**config.mk**
```make
export PLATFORM = sky130hd
export DESIGN_NAME = touch_event_calibrate_debounce
export DESIGN_NICKNAME = d
export VERILOG_FILES = /design/src/design/tecd_pkg.sv /design/src/design/touch_event_calibrate_debounce.sv /design/src/design/tecd_dpath.sv /design/src/design/tecd_ctrl.sv
export VERILOG_INCLUDE_DIRS = /design/src /design/src/design
export SDC_FILE = /design/constraint.sdc
export NUM_CORES = 2
export LEC_CHECK = 0
export ABC_CLOCK_PERIOD_IN_PS = 8800
export BUFFER_PORTS_ARGS = -buffer_cell sky130_fd_sc_hd__buf_2
export CORE_MARGIN = 1
export CORE_UTILIZATION = 59
export CTS_CLUSTER_SIZE = 16
export DETAILED_ROUTE_END_ITERATION = 10
export PLACE_DENSITY_LB_ADDON = 0.1
export SETUP_SLACK_MARGIN = 0.1
export SLEW_MARGIN = 40
export SYNTH_ARGS = -nofsm -noshare
export SYNTH_HDL_FRONTEND = slang
export SYNTH_SLANG_ARGS = --single-unit
```
**constraint.sdc**
```tcl
create_clock -name clock -period 8.8 [get_ports clock]
set_input_delay 2.2 -clock clock [delete_from_list [all_inputs] [get_ports clock]]
set_output_delay 2.2 -clock clock [all_outputs]
set_load 0.02 [all_outputs]
```
**src/design/touch_event_calibrate_debounce_assert.svh**
```systemverilog
// Assertion macros shared by the touch event calibration block.
`ifndef TOUCH_EVENT_CALIBRATE_DEBOUNCE_ASSERT_SVH
`define TOUCH_EVENT_CALIBRATE_DEBOUNCE_ASSERT_SVH

// The condition implies the expression in the same cycle.
`define TECD_ASSERT_SAME(label, clk, rst, cond, expr) \
   label: assert property (@(posedge clk) disable iff (rst) (cond) |-> (expr)) \
      else $error("tecd: same-cycle check failed");

// The condition implies the expression in the next cycle.
`define TECD_ASSERT_NEXT(label, clk, rst, cond, expr) \
   label: assert property (@(posedge clk) disable iff (rst) (cond) |=> (expr)) \
      else $error("tecd: next-cycle check failed");

`endif

```
**src/design/tecd_pkg.sv**
```systemverilog
// Package with types, constants and field positions of the touch event block.
`default_nettype none

package tecd_pkg;

   localparam int RAW_BITS  = 16;
   localparam int TIME_BITS = 32;

   localparam int SAMPLE_W   = 16;
   localparam int MS_W       = 32;
   localparam int EVENT_LSB  = SAMPLE_W;
   localparam int NOW_LSB    = SAMPLE_W + MS_W;
   localparam int REQ_DATA_W = SAMPLE_W + 2 * MS_W;
   localparam int CMD_W      = 2;

   localparam int COORD_W    = 16;
   localparam int RSP_DATA_W = 2 * COORD_W;

   localparam int CSR_IDX_W  = 3;
   localparam int CSR_DATA_W = 32;
   localparam int COEF_W     = 32;
   localparam int DIV_W      = 31;
   localparam int THR_W      = 8;

   localparam int PROD_W = COEF_W + RAW_BITS + 1;
   localparam int ACC_W  = PROD_W + 1;
   localparam int QUO_W  = COORD_W;
   localparam int REM_W  = DIV_W + QUO_W;
   localparam int CNT_W  = $clog2(QUO_W);
   localparam int DIST_W = COORD_W + 2;

   localparam int STALE_MS    = 1000;
   localparam int DEBOUNCE_MS = 70;

   localparam logic signed [COEF_W-1:0] RST_CAL_XX  = 32'sd13962;
   localparam logic signed [COEF_W-1:0] RST_CAL_XY  = 32'sd114;
   localparam logic signed [COEF_W-1:0] RST_CAL_XO  = -32'sd2429380;
   localparam logic signed [COEF_W-1:0] RST_CAL_YX  = 32'sd255;
   localparam logic signed [COEF_W-1:0] RST_CAL_YY  = 32'sd8679;
   localparam logic signed [COEF_W-1:0] RST_CAL_YO  = -32'sd2645884;
   localparam logic [DIV_W-1:0]         RST_CAL_DIV = 31'd65536;
   localparam logic [THR_W-1:0]         RST_THR     = 8'd3;

   localparam logic [COORD_W-1:0] COORD_MAX = 16'h7FFF;
   localparam logic [COORD_W-1:0] COORD_MIN = 16'h8000;

   typedef enum logic [CMD_W-1:0] {
      CMD_RAW_X    = 2'd0,
      CMD_RAW_Y    = 2'd1,
      CMD_PRESSURE = 2'd2,
      CMD_SYNC     = 2'd3
   } cmd_type;

   typedef enum logic [CSR_IDX_W-1:0] {
      CSR_CAL_XX   = 3'd0,
      CSR_CAL_XY   = 3'd1,
      CSR_CAL_XO   = 3'd2,
      CSR_CAL_YX   = 3'd3,
      CSR_CAL_YY   = 3'd4,
      CSR_CAL_YO   = 3'd5,
      CSR_CAL_DIV  = 3'd6,
      CSR_MOVE_THR = 3'd7
   } csr_index_type;

   typedef enum logic [3:0] {
      ST_IDLE,
      ST_MUL1,
      ST_MUL2,
      ST_ADD,
      ST_DINIT,
      ST_DIV,
      ST_FIN,
      ST_DECIDE,
      ST_EMIT
   } state_type;

   typedef struct packed {
      logic take_raw;
      logic do_release;
      logic mul1;
      logic mul2;
      logic add;
      logic dinit;
      logic dstep;
      logic fin;
      logic axis;
      logic commit;
      logic load_out;
   } tecd_ctl_type;

   typedef struct packed {
      logic is_sync;
      logic releasing;
      logic drop;
      logic pressed;
      logic div_last;
      logic move;
      logic out_free;
   } tecd_sts_type;

endpackage

`default_nettype wire

```
**src/design/touch_event_calibrate_debounce.sv**
```systemverilog
// Top level of the touch event debounce and calibration block.
//
// Items enter on the req channel: req_tuser holds the event kind (raw X, raw Y,
// pressure or sync) and req_tdata the sample, event time and current time.
// Raw X, raw Y and pressure items are latched when taken and give no result.
// A sync item closes a frame; stale or debounced frames are dropped at once
// unless they release the pen, and a release frame goes to the emit state.
// A frame with pressure is mapped per axis by one shared multiplier (two products
// and an add), a divider setup step, a restoring divider that makes one quotient
// bit a cycle and a saturation step; the move decision follows, and only a point
// that moved goes to the emit state, which loads the output register and so raises
// rsp_tvalid once that register is free. The block takes one item at a time;
// req_tready is high only while idle, so the input waits until a frame is done.
// Results sit in an output register on the rsp channel, so the next item is
// taken while a result waits; a finished frame holds the controller, and so
// the input, while that register is full and rsp_tready is low.
// Settings are written on the csr channel, which is always ready.
// After reset all latched samples and positions are zero, the pen is up and the
// settings hold their default calibration.
`default_nettype none

`include "touch_event_calibrate_debounce_assert.svh"

module touch_event_calibrate_debounce (
   input  wire logic                             clock,
   input  wire logic                             reset,
   input  wire logic                             csr_valid,
   output logic                                  csr_ready,
   input  wire logic [tecd_pkg::CSR_IDX_W-1:0]   csr_index,
   input  wire logic [tecd_pkg::CSR_DATA_W-1:0]  csr_data,
   input  wire logic                             req_tvalid,
   output logic                                  req_tready,
   // sample [15:0], event_ms [47:16], now_ms [79:48]
   input  wire logic [tecd_pkg::REQ_DATA_W-1:0]  req_tdata,
   // cmd [1:0]
   input  wire logic [tecd_pkg::CMD_W-1:0]       req_tuser,
   output logic                                  rsp_tvalid,
   input  wire logic                             rsp_tready,
   // screen_x [15:0], screen_y [31:16]
   output logic [tecd_pkg::RSP_DATA_W-1:0]       rsp_tdata,
   // button_down [0]
   output logic                                  rsp_tuser
);
   import tecd_pkg::*;

   tecd_ctl_type ctl;
   tecd_sts_type sts;

   assign csr_ready = 1'b1;

   tecd_ctrl u_ctrl (
      .clock      (clock),
      .reset      (reset),
      .req_tvalid (req_tvalid),
      .req_tready (req_tready),
      .sts        (sts),
      .ctl        (ctl)
   );

   tecd_dpath u_dpath (
      .clock      (clock),
      .reset      (reset),
      .csr_valid  (csr_valid),
      .csr_index  (csr_index),
      .csr_data   (csr_data),
      .req_tdata  (req_tdata),
      .req_tuser  (req_tuser),
      .rsp_tready (rsp_tready),
      .rsp_tvalid (rsp_tvalid),
      .rsp_tdata  (rsp_tdata),
      .rsp_tuser  (rsp_tuser),
      .ctl        (ctl),
      .sts        (sts)
   );

   `TECD_ASSERT_SAME(a_load_when_free, clock, reset, ctl.load_out, !rsp_tvalid || rsp_tready)
   `TECD_ASSERT_NEXT(a_load_shows_item, clock, reset, ctl.load_out, rsp_tvalid)
   `TECD_ASSERT_SAME(a_no_step_when_ready, clock, reset, req_tready, !ctl.dstep && !ctl.fin)
   `TECD_ASSERT_NEXT(a_raw_one_cycle, clock, reset,
      req_tvalid && req_tready && (req_tuser != CMD_SYNC), req_tready)

endmodule

`default_nettype wire

```
**src/design/tecd_dpath.sv**
```systemverilog
// Datapath: settings, latched samples, frame checks, multiplier, divider and output register.
`default_nettype none

module tecd_dpath (
   input  wire logic                             clock,
   input  wire logic                             reset,
   input  wire logic                             csr_valid,
   input  wire logic [tecd_pkg::CSR_IDX_W-1:0]   csr_index,
   input  wire logic [tecd_pkg::CSR_DATA_W-1:0]  csr_data,
   input  wire logic [tecd_pkg::REQ_DATA_W-1:0]  req_tdata,
   input  wire logic [tecd_pkg::CMD_W-1:0]       req_tuser,
   input  wire logic                             rsp_tready,
   output logic                                  rsp_tvalid,
   output logic [tecd_pkg::RSP_DATA_W-1:0]       rsp_tdata,
   output logic                                  rsp_tuser,
   input  wire tecd_pkg::tecd_ctl_type           ctl,
   output tecd_pkg::tecd_sts_type                sts
);
   import tecd_pkg::*;

   logic signed [COEF_W-1:0] cal_xx_ff, cal_xy_ff, cal_xo_ff;
   logic signed [COEF_W-1:0] cal_yx_ff, cal_yy_ff, cal_yo_ff;
   logic [DIV_W-1:0]         cal_div_ff;
   logic [THR_W-1:0]         thr_ff;

   logic [RAW_BITS-1:0]  raw_x_ff, raw_y_ff, raw_p_ff;
   logic                 pen_down_ff;
   logic [COORD_W-1:0]   prev_x_ff, prev_y_ff, shown_x_ff, shown_y_ff;
   logic [TIME_BITS-1:0] release_ms_ff;

   logic [RAW_BITS-1:0]  sample;
   logic [TIME_BITS-1:0] event_ms, now_ms, age, gap;
   logic                 stale, bounce, releasing;

   logic signed [COEF_W-1:0] coef, offset;
   logic [RAW_BITS-1:0]      mraw;
   logic signed [PROD_W-1:0] prod_in, prod_ff;
   logic signed [ACC_W-1:0]  acc_ff;

   logic [ACC_W-1:0] mag;
   logic [DIV_W-1:0] div_eff;
   logic [REM_W-1:0] lim;
   logic             ovf;
   logic             neg_ff, ovf_ff;
   logic [REM_W-1:0] rem_ff, dsh_ff, rem_in;
   logic             ge;
   logic [QUO_W-1:0] q_ff;
   logic [CNT_W-1:0] cnt_ff;
   logic [COORD_W-1:0] coord, x_ff, y_ff;

   logic [COORD_W:0]   dx, dy, adx, ady;
   logic [DIST_W-1:0]  move_len;

   logic               rsp_valid_ff, rsp_btn_ff;
   logic [COORD_W-1:0] rsp_x_ff, rsp_y_ff;

   assign sample   = req_tdata[RAW_BITS-1:0];
   assign event_ms = req_tdata[EVENT_LSB +: TIME_BITS];
   assign now_ms   = req_tdata[NOW_LSB +: TIME_BITS];

   always_ff @(posedge clock) begin
      if (reset) begin
         cal_xx_ff  <= RST_CAL_XX;
         cal_xy_ff  <= RST_CAL_XY;
         cal_xo_ff  <= RST_CAL_XO;
         cal_yx_ff  <= RST_CAL_YX;
         cal_yy_ff  <= RST_CAL_YY;
         cal_yo_ff  <= RST_CAL_YO;
         cal_div_ff <= RST_CAL_DIV;
         thr_ff     <= RST_THR;
      end else if (csr_valid) begin
         unique case (csr_index_type'(csr_index))
            CSR_CAL_XX:   cal_xx_ff  <= $signed(csr_data);
            CSR_CAL_XY:   cal_xy_ff  <= $signed(csr_data);
            CSR_CAL_XO:   cal_xo_ff  <= $signed(csr_data);
            CSR_CAL_YX:   cal_yx_ff  <= $signed(csr_data);
            CSR_CAL_YY:   cal_yy_ff  <= $signed(csr_data);
            CSR_CAL_YO:   cal_yo_ff  <= $signed(csr_data);
            CSR_CAL_DIV:  cal_div_ff <= csr_data[DIV_W-1:0];
            CSR_MOVE_THR: thr_ff     <= csr_data[THR_W-1:0];
            default: ;
         endcase
      end
   end

   // Frame checks on the item being offered.
   assign releasing = (raw_p_ff == '0) && pen_down_ff;
   assign age       = now_ms - event_ms;
   assign gap       = event_ms - release_ms_ff;
   assign stale     = !age[TIME_BITS-1] && (age >= TIME_BITS'(STALE_MS));
   assign bounce    = !gap[TIME_BITS-1] && (gap <= TIME_BITS'(DEBOUNCE_MS));

   assign sts.is_sync   = (cmd_type'(req_tuser) == CMD_SYNC);
   assign sts.releasing = releasing;
   assign sts.drop      = (stale || bounce) && !releasing;
   assign sts.pressed   = (raw_p_ff != '0);

   // Shared multiplier, one product a cycle.
   always_comb begin
      if (ctl.mul1) begin
         coef = ctl.axis ? cal_yx_ff : cal_xx_ff;
         mraw = raw_x_ff;
      end else begin
         coef = ctl.axis ? cal_yy_ff : cal_xy_ff;
         mraw = raw_y_ff;
      end
      offset = ctl.axis ? cal_yo_ff : cal_xo_ff;
   end

   assign prod_in = PROD_W'(coef) * PROD_W'($signed({1'b0, mraw}));

   // Divider front end: magnitude and quotient range check.
   assign mag     = acc_ff[ACC_W-1] ? ACC_W'(-acc_ff) : ACC_W'(acc_ff);
   assign div_eff = (cal_div_ff == '0) ? DIV_W'(1) : cal_div_ff;
   assign lim     = {div_eff, QUO_W'(0)};
   assign ovf     = (mag >= ACC_W'(lim));

   assign ge     = (rem_ff >= dsh_ff);
   assign rem_in = ge ? (rem_ff - dsh_ff) : rem_ff;
   assign sts.div_last = (cnt_ff == '0);

   always_comb begin
      if (ovf_ff) begin
         coord = neg_ff ? COORD_MIN : COORD_MAX;
      end else if (!neg_ff) begin
         coord = q_ff[QUO_W-1] ? COORD_MAX : q_ff;
      end else begin
         coord = (q_ff > COORD_MIN) ? COORD_MIN : COORD_W'(-q_ff);
      end
   end

   always_ff @(posedge clock) begin
      if (ctl.mul1 || ctl.mul2) begin
         prod_ff <= prod_in;
      end
      if (ctl.mul2) begin
         acc_ff <= ACC_W'(prod_ff) + ACC_W'(offset);
      end else if (ctl.add) begin
         acc_ff <= acc_ff + ACC_W'(prod_ff);
      end
      if (ctl.dinit) begin
         neg_ff <= acc_ff[ACC_W-1];
         ovf_ff <= ovf;
         rem_ff <= REM_W'(mag);
         dsh_ff <= REM_W'({div_eff, (QUO_W - 1)'(0)});
         q_ff   <= '0;
         cnt_ff <= CNT_W'(QUO_W - 1);
      end else if (ctl.dstep) begin
         rem_ff <= rem_in;
         dsh_ff <= dsh_ff >> 1;
         q_ff   <= {q_ff[QUO_W-2:0], ge};
         cnt_ff <= cnt_ff - CNT_W'(1);
      end
      if (ctl.fin) begin
         if (ctl.axis) begin
            y_ff <= coord;
         end else begin
            x_ff <= coord;
         end
      end
   end

   // Manhattan move from the last reported point.
   assign dx   = {prev_x_ff[COORD_W-1], prev_x_ff} - {x_ff[COORD_W-1], x_ff};
   assign dy   = {prev_y_ff[COORD_W-1], prev_y_ff} - {y_ff[COORD_W-1], y_ff};
   assign adx  = dx[COORD_W] ? (COORD_W + 1)'(-dx) : dx;
   assign ady  = dy[COORD_W] ? (COORD_W + 1)'(-dy) : dy;
   assign move_len = DIST_W'(adx) + DIST_W'(ady);
   assign sts.move = !pen_down_ff || (move_len > DIST_W'(thr_ff));

   always_ff @(posedge clock) begin
      if (reset) begin
         raw_x_ff      <= '0;
         raw_y_ff      <= '0;
         raw_p_ff      <= '0;
         pen_down_ff   <= 1'b0;
         prev_x_ff     <= '0;
         prev_y_ff     <= '0;
         shown_x_ff    <= '0;
         shown_y_ff    <= '0;
         release_ms_ff <= '0;
      end else begin
         if (ctl.take_raw) begin
            unique case (cmd_type'(req_tuser))
               CMD_RAW_X:    raw_x_ff <= sample;
               CMD_RAW_Y:    raw_y_ff <= sample;
               CMD_PRESSURE: raw_p_ff <= sample;
               default: ;
            endcase
         end
         if (ctl.do_release) begin
            release_ms_ff <= event_ms;
            pen_down_ff   <= 1'b0;
            prev_x_ff     <= '0;
            prev_y_ff     <= '0;
         end else if (ctl.commit) begin
            pen_down_ff <= 1'b1;
            prev_x_ff   <= x_ff;
            prev_y_ff   <= y_ff;
            shown_x_ff  <= x_ff;
            shown_y_ff  <= y_ff;
         end
      end
   end

   // Output register.
   assign sts.out_free = !rsp_valid_ff || rsp_tready;

   always_ff @(posedge clock) begin
      if (reset) begin
         rsp_valid_ff <= 1'b0;
      end else if (ctl.load_out) begin
         rsp_valid_ff <= 1'b1;
      end else if (rsp_tready) begin
         rsp_valid_ff <= 1'b0;
      end
   end

   always_ff @(posedge clock) begin
      if (ctl.load_out) begin
         rsp_x_ff   <= shown_x_ff;
         rsp_y_ff   <= shown_y_ff;
         rsp_btn_ff <= pen_down_ff;
      end
   end

   assign rsp_tvalid = rsp_valid_ff;
   assign rsp_tdata  = {rsp_y_ff, rsp_x_ff};
   assign rsp_tuser  = rsp_btn_ff;

endmodule

`default_nettype wire

```
**src/design/tecd_ctrl.sv**
```systemverilog
// Controller state machine that sequences frame checks, mapping and reporting.
`default_nettype none

module tecd_ctrl (
   input  wire logic                   clock,
   input  wire logic                   reset,
   input  wire logic                   req_tvalid,
   output logic                        req_tready,
   input  wire tecd_pkg::tecd_sts_type sts,
   output tecd_pkg::tecd_ctl_type      ctl
);
   import tecd_pkg::*;

   state_type state_ff, state_in;
   logic      axis_ff, axis_in;

   always_ff @(posedge clock) begin
      if (reset) begin
         state_ff <= ST_IDLE;
         axis_ff  <= 1'b0;
      end else begin
         state_ff <= state_in;
         axis_ff  <= axis_in;
      end
   end

   always_comb begin
      state_in   = state_ff;
      axis_in    = axis_ff;
      req_tready = 1'b0;
      ctl        = '0;
      ctl.axis   = axis_ff;
      unique case (state_ff)
         ST_IDLE: begin
            req_tready = 1'b1;
            if (req_tvalid) begin
               if (!sts.is_sync) begin
                  ctl.take_raw = 1'b1;
               end else if (!sts.drop) begin
                  if (sts.releasing) begin
                     ctl.do_release = 1'b1;
                     state_in       = ST_EMIT;
                  end else if (sts.pressed) begin
                     axis_in  = 1'b0;
                     state_in = ST_MUL1;
                  end
               end
            end
         end
         ST_MUL1: begin
            ctl.mul1 = 1'b1;
            state_in = ST_MUL2;
         end
         ST_MUL2: begin
            ctl.mul2 = 1'b1;
            state_in = ST_ADD;
         end
         ST_ADD: begin
            ctl.add  = 1'b1;
            state_in = ST_DINIT;
         end
         ST_DINIT: begin
            ctl.dinit = 1'b1;
            state_in  = ST_DIV;
         end
         ST_DIV: begin
            ctl.dstep = 1'b1;
            if (sts.div_last) begin
               state_in = ST_FIN;
            end
         end
         ST_FIN: begin
            ctl.fin = 1'b1;
            if (axis_ff) begin
               state_in = ST_DECIDE;
            end else begin
               axis_in  = 1'b1;
               state_in = ST_MUL1;
            end
         end
         ST_DECIDE: begin
            if (sts.move) begin
               ctl.commit = 1'b1;
               state_in   = ST_EMIT;
            end else begin
               state_in = ST_IDLE;
            end
         end
         ST_EMIT: begin
            if (sts.out_free) begin
               ctl.load_out = 1'b1;
               state_in     = ST_IDLE;
            end
         end
         default: state_in = ST_IDLE;
      endcase
   end

endmodule

`default_nettype wire

```
==> results.ini <==
[status]
outcome = finished clean

[synthesis]
synth_adder_area_share_pct = 25.53
synth_area_leaders = fa_1, dfxtp_1, edfxtp_1
synth-edff-count = 244
synth.area.mux_share_pct = 3.007
synth_xor_area_share_pct = 4.095
yosys.area_share.simple_pct = 18.11
yosysTopAreaCell = fa_1
synth_top_family_by_area = adder cells
synth_flop_cell = dfxtp_1
yosysMostFrequentCell = nand2_1
ys_seq_area_share_pct = 27.55
netlist_area_sq_mm = 0.05689
ys_ff_latch = 661
netlist_top_cells_count = nand2_1, inv_1, a21oi_1, fa_1, dfxtp_1
syn_nets = 7767
syn_avg_cell_area_sq_um = 8.388
ys_async_sr_fraction_pct = 0
synth_cells = 6782
synth_compound_area_share_pct = 13.63
yosys.cell_types.count = 93
synth_top_area_share_pct = 17.45
yosys_warnings = 0

[worst_setup_path]
reg2reg_from = u_ctrl.state_ff[1]
cpPeakStageDelay_ns = 0.57
critical_path_class = flop to flop
r2r_cells = 30
crit_start = u_ctrl.state_ff[1]
arrival_ns = 8.73
endpoint_kind = flop
reg2reg_slack_ns = 0.46
rr_endpoint = u_dpath.prod_ff[41]
crit_path_top_delay_cell = fa_1
critical_path.max_fanout = 45
worstSetupStartpointType = flop
cp_data_required_time_ns = 9.19

[timing]
period_share_pct = 94.80
skew_ns = 0.03065
period_needed_ns = 8.342
finalSetupViolations = 0
max_freq_mhz = 119.9
fin_setup_tns_ns = 0
report.final.slew_viol_count = 0
tightest_slew_ns = 0.8519
hold_viol = 0
rsz0062_at_grt = yes
slew_headroom_pct = 41.74

[hold_path]
hold_path_depth = 0
holdPathEnd = u_dpath.rsp_y_ff[15]
min_from = u_dpath.shown_y_ff[15]
hold_class = flop to flop

[detailed_routing]
drc = 0
routed_wl_mm = 159.5
drt_pass1_iterations = 9
num_vias = 47530
drtAntennaViolNets = 0
vias_per_cell = 5.842
drt_first_iter_violations = 4132
post_drt_wl_per_cell_um = 19.61

[grt]
met3_usage_pct = 5.262
antenna_found_initial = 19
busiest_layer = met2
met2_usage_pct = 56.47
grt_max_degree = 108
grt_pass1_vias = 47230
grt_usage_pct = 32.82
grt.met1_usage_pct = 41.54
grt_pass1_wl_mm = 255.3
grt.overflow.total = 0

[placement]
port_buffers = 156
dp_hpwl_mm = 121.1
gp_congestion = 0.9603

[clocking]
clk_latency_ns = 0.66
cts-root-buf = clkbuf_16
cts_buffers = 75
cts_setup_buffers = 0
cts_buffer_depth = 3
clkSinkCount = 661
cts.htree.levels = 3
clk_pin_slew_ns = 0.06
holdBufCountCts = 0
cts_tree = built

[final_layout]
multi_input_area_sq_mm = 0.03687
seq_area_sq_mm = 0.01568
area_growth_pct = 8.167
nets = 7781
fillers = 8284
drive_above_1_share_pct = 6.605

[die]
die_w_um = 312.5
pin_count = 158
placeableCoreArea_sq_mm = 0.09529
floorplan.rows = 113
die_area_sq_mm = 0.09767
die_h_um = 312.5
start_util_pct = 59.70

[power]
p_leak_uw = 0.02702
power.density_mw_per_mm2 = 120.5
total_power_uw = 7417
ir_worst_vdd_uv = 126.1

[run]
cap_viol_max_count = 0

==> report_power, final <==
group / internal (uW) / switching (uW) / total, uW
Combinational: 378 / 682 / 1060
Sequential: 3230 / 40.2 / 3270
Clock: 1730 / 1350 / 3090
Total: 5340 / 2080 / 7420
==> registers in the layout (all words and copies together) (netlist names), 46 cells and up <==
register / count
u_dpath.dsh_ff: 46
u_dpath.prod_ff: 49
u_dpath.acc_ff: 50
u_dpath.rem_ff: 47
==> layout make-up <==
type	count	share of cell area, %
Antenna cell	13	0.05287
Timing Repair Buffer	240	2.501
Sequential cell	661	25.48
Clock inverter	27	0.3904
Clock buffer	112	3.524
Inverter	911	5.557
Multi-Input combinational cell	4907	59.92
Tap cell	1265	2.572
==> stage by stage <==
step | std cells | hold slack (ns) | instance area [sq um] | utilization [%] | setup WS (ns)
3_5_place_dp | 7982 | 0.4140 | 58980 | 61.89 | 0.05358
6_report | 8136 | 0.4269 | 61530 | 64.57 | 0.4577
2_1_floorplan | 6782 | 0.4076 | 56890 | - | 0.4072
4_1_cts | 8121 | 0.4279 | 61390 | 64.43 | 0.1215
3_3_place_gp | 7977 | 0.4114 | 58840 | 61.74 | 0.2184
5_1_grt | 8130 | 0.4323 | 61520 | 64.56 | 0.02687
==> how the worst max path moves through the flow <==
stage	to	slack (ns)
finish	u_dpath.prod_ff[41]	0.46
global route	u_dpath.prod_ff[47]	0.03
CTS	u_dpath.prod_ff[41]	0.12
detailed placement	u_dpath.prod_ff[41]	0.05
global placement	u_dpath.prod_ff[41]	0.22
floorplan	u_dpath.prod_ff[41]	0.41
==> worst max-delay path, delay by kind of cell (launching register included) <==
kind	cells	cell delay (ns)
flip-flops	1	0.38
adder cells (fa/ha/maj)	7	3.48
AND/OR/NAND/NOR	5	0.84
AO/OA/AOI/OAI	9	2.33
buffers and inverters	8	0.87
XOR/XNOR	1	0.14
==> layout by cell type, fill, tap and decap left out, drive strengths merged, types with 52 or more instances in the layout <==
cell | synthesis | routed
nand2 | 1320 | 1320
inv | 910 | 917
a21oi | 550 | 550
fa | 496 | 496
dfxtp | 417 | 417
nor2 | 400 | 400
ha | 367 | 367
edfxtp | 244 | 244
buf | 34 | 239
o21ai | 215 | 215
xnor2 | 170 | 170
nand3 | 165 | 165
mux2i | 118 | 118
a21o | 116 | 116
clkbuf | 270 | 113
xor2 | 96 | 96
nor2b | 88 | 88
nor3 | 69 | 69
o21a | 66 | 66
nand4 | 58 | 58
nand2b | 52 | 52
==> per-layer routing <==
metal | share of wire (%) | wire (um)
met5 | 0.058 | 93
met4 | 4.1 | 6579
met3 | 6.4 | 10250
met2 | 49 | 78190
met1 | 40 | 64430
==> kinds of logic after synthesis <==
logic type / after synthesis
compound gates: 1275
xor+xnor: 266
fa+ha+maj: 863
buf+inv: 1215
flops: 661
mux: 142
other cells: 1
simple gates: 2359
==> repair_timing <==
action                                  CTS  global route
pin swaps                                 0             1
endpoints found under the setup margin    3            11
resized for setup                         1            10
endpoints found under the hold margin     0             0
gates cloned                              0             1
No activity file was read; power rests on OpenSTA's default activity.
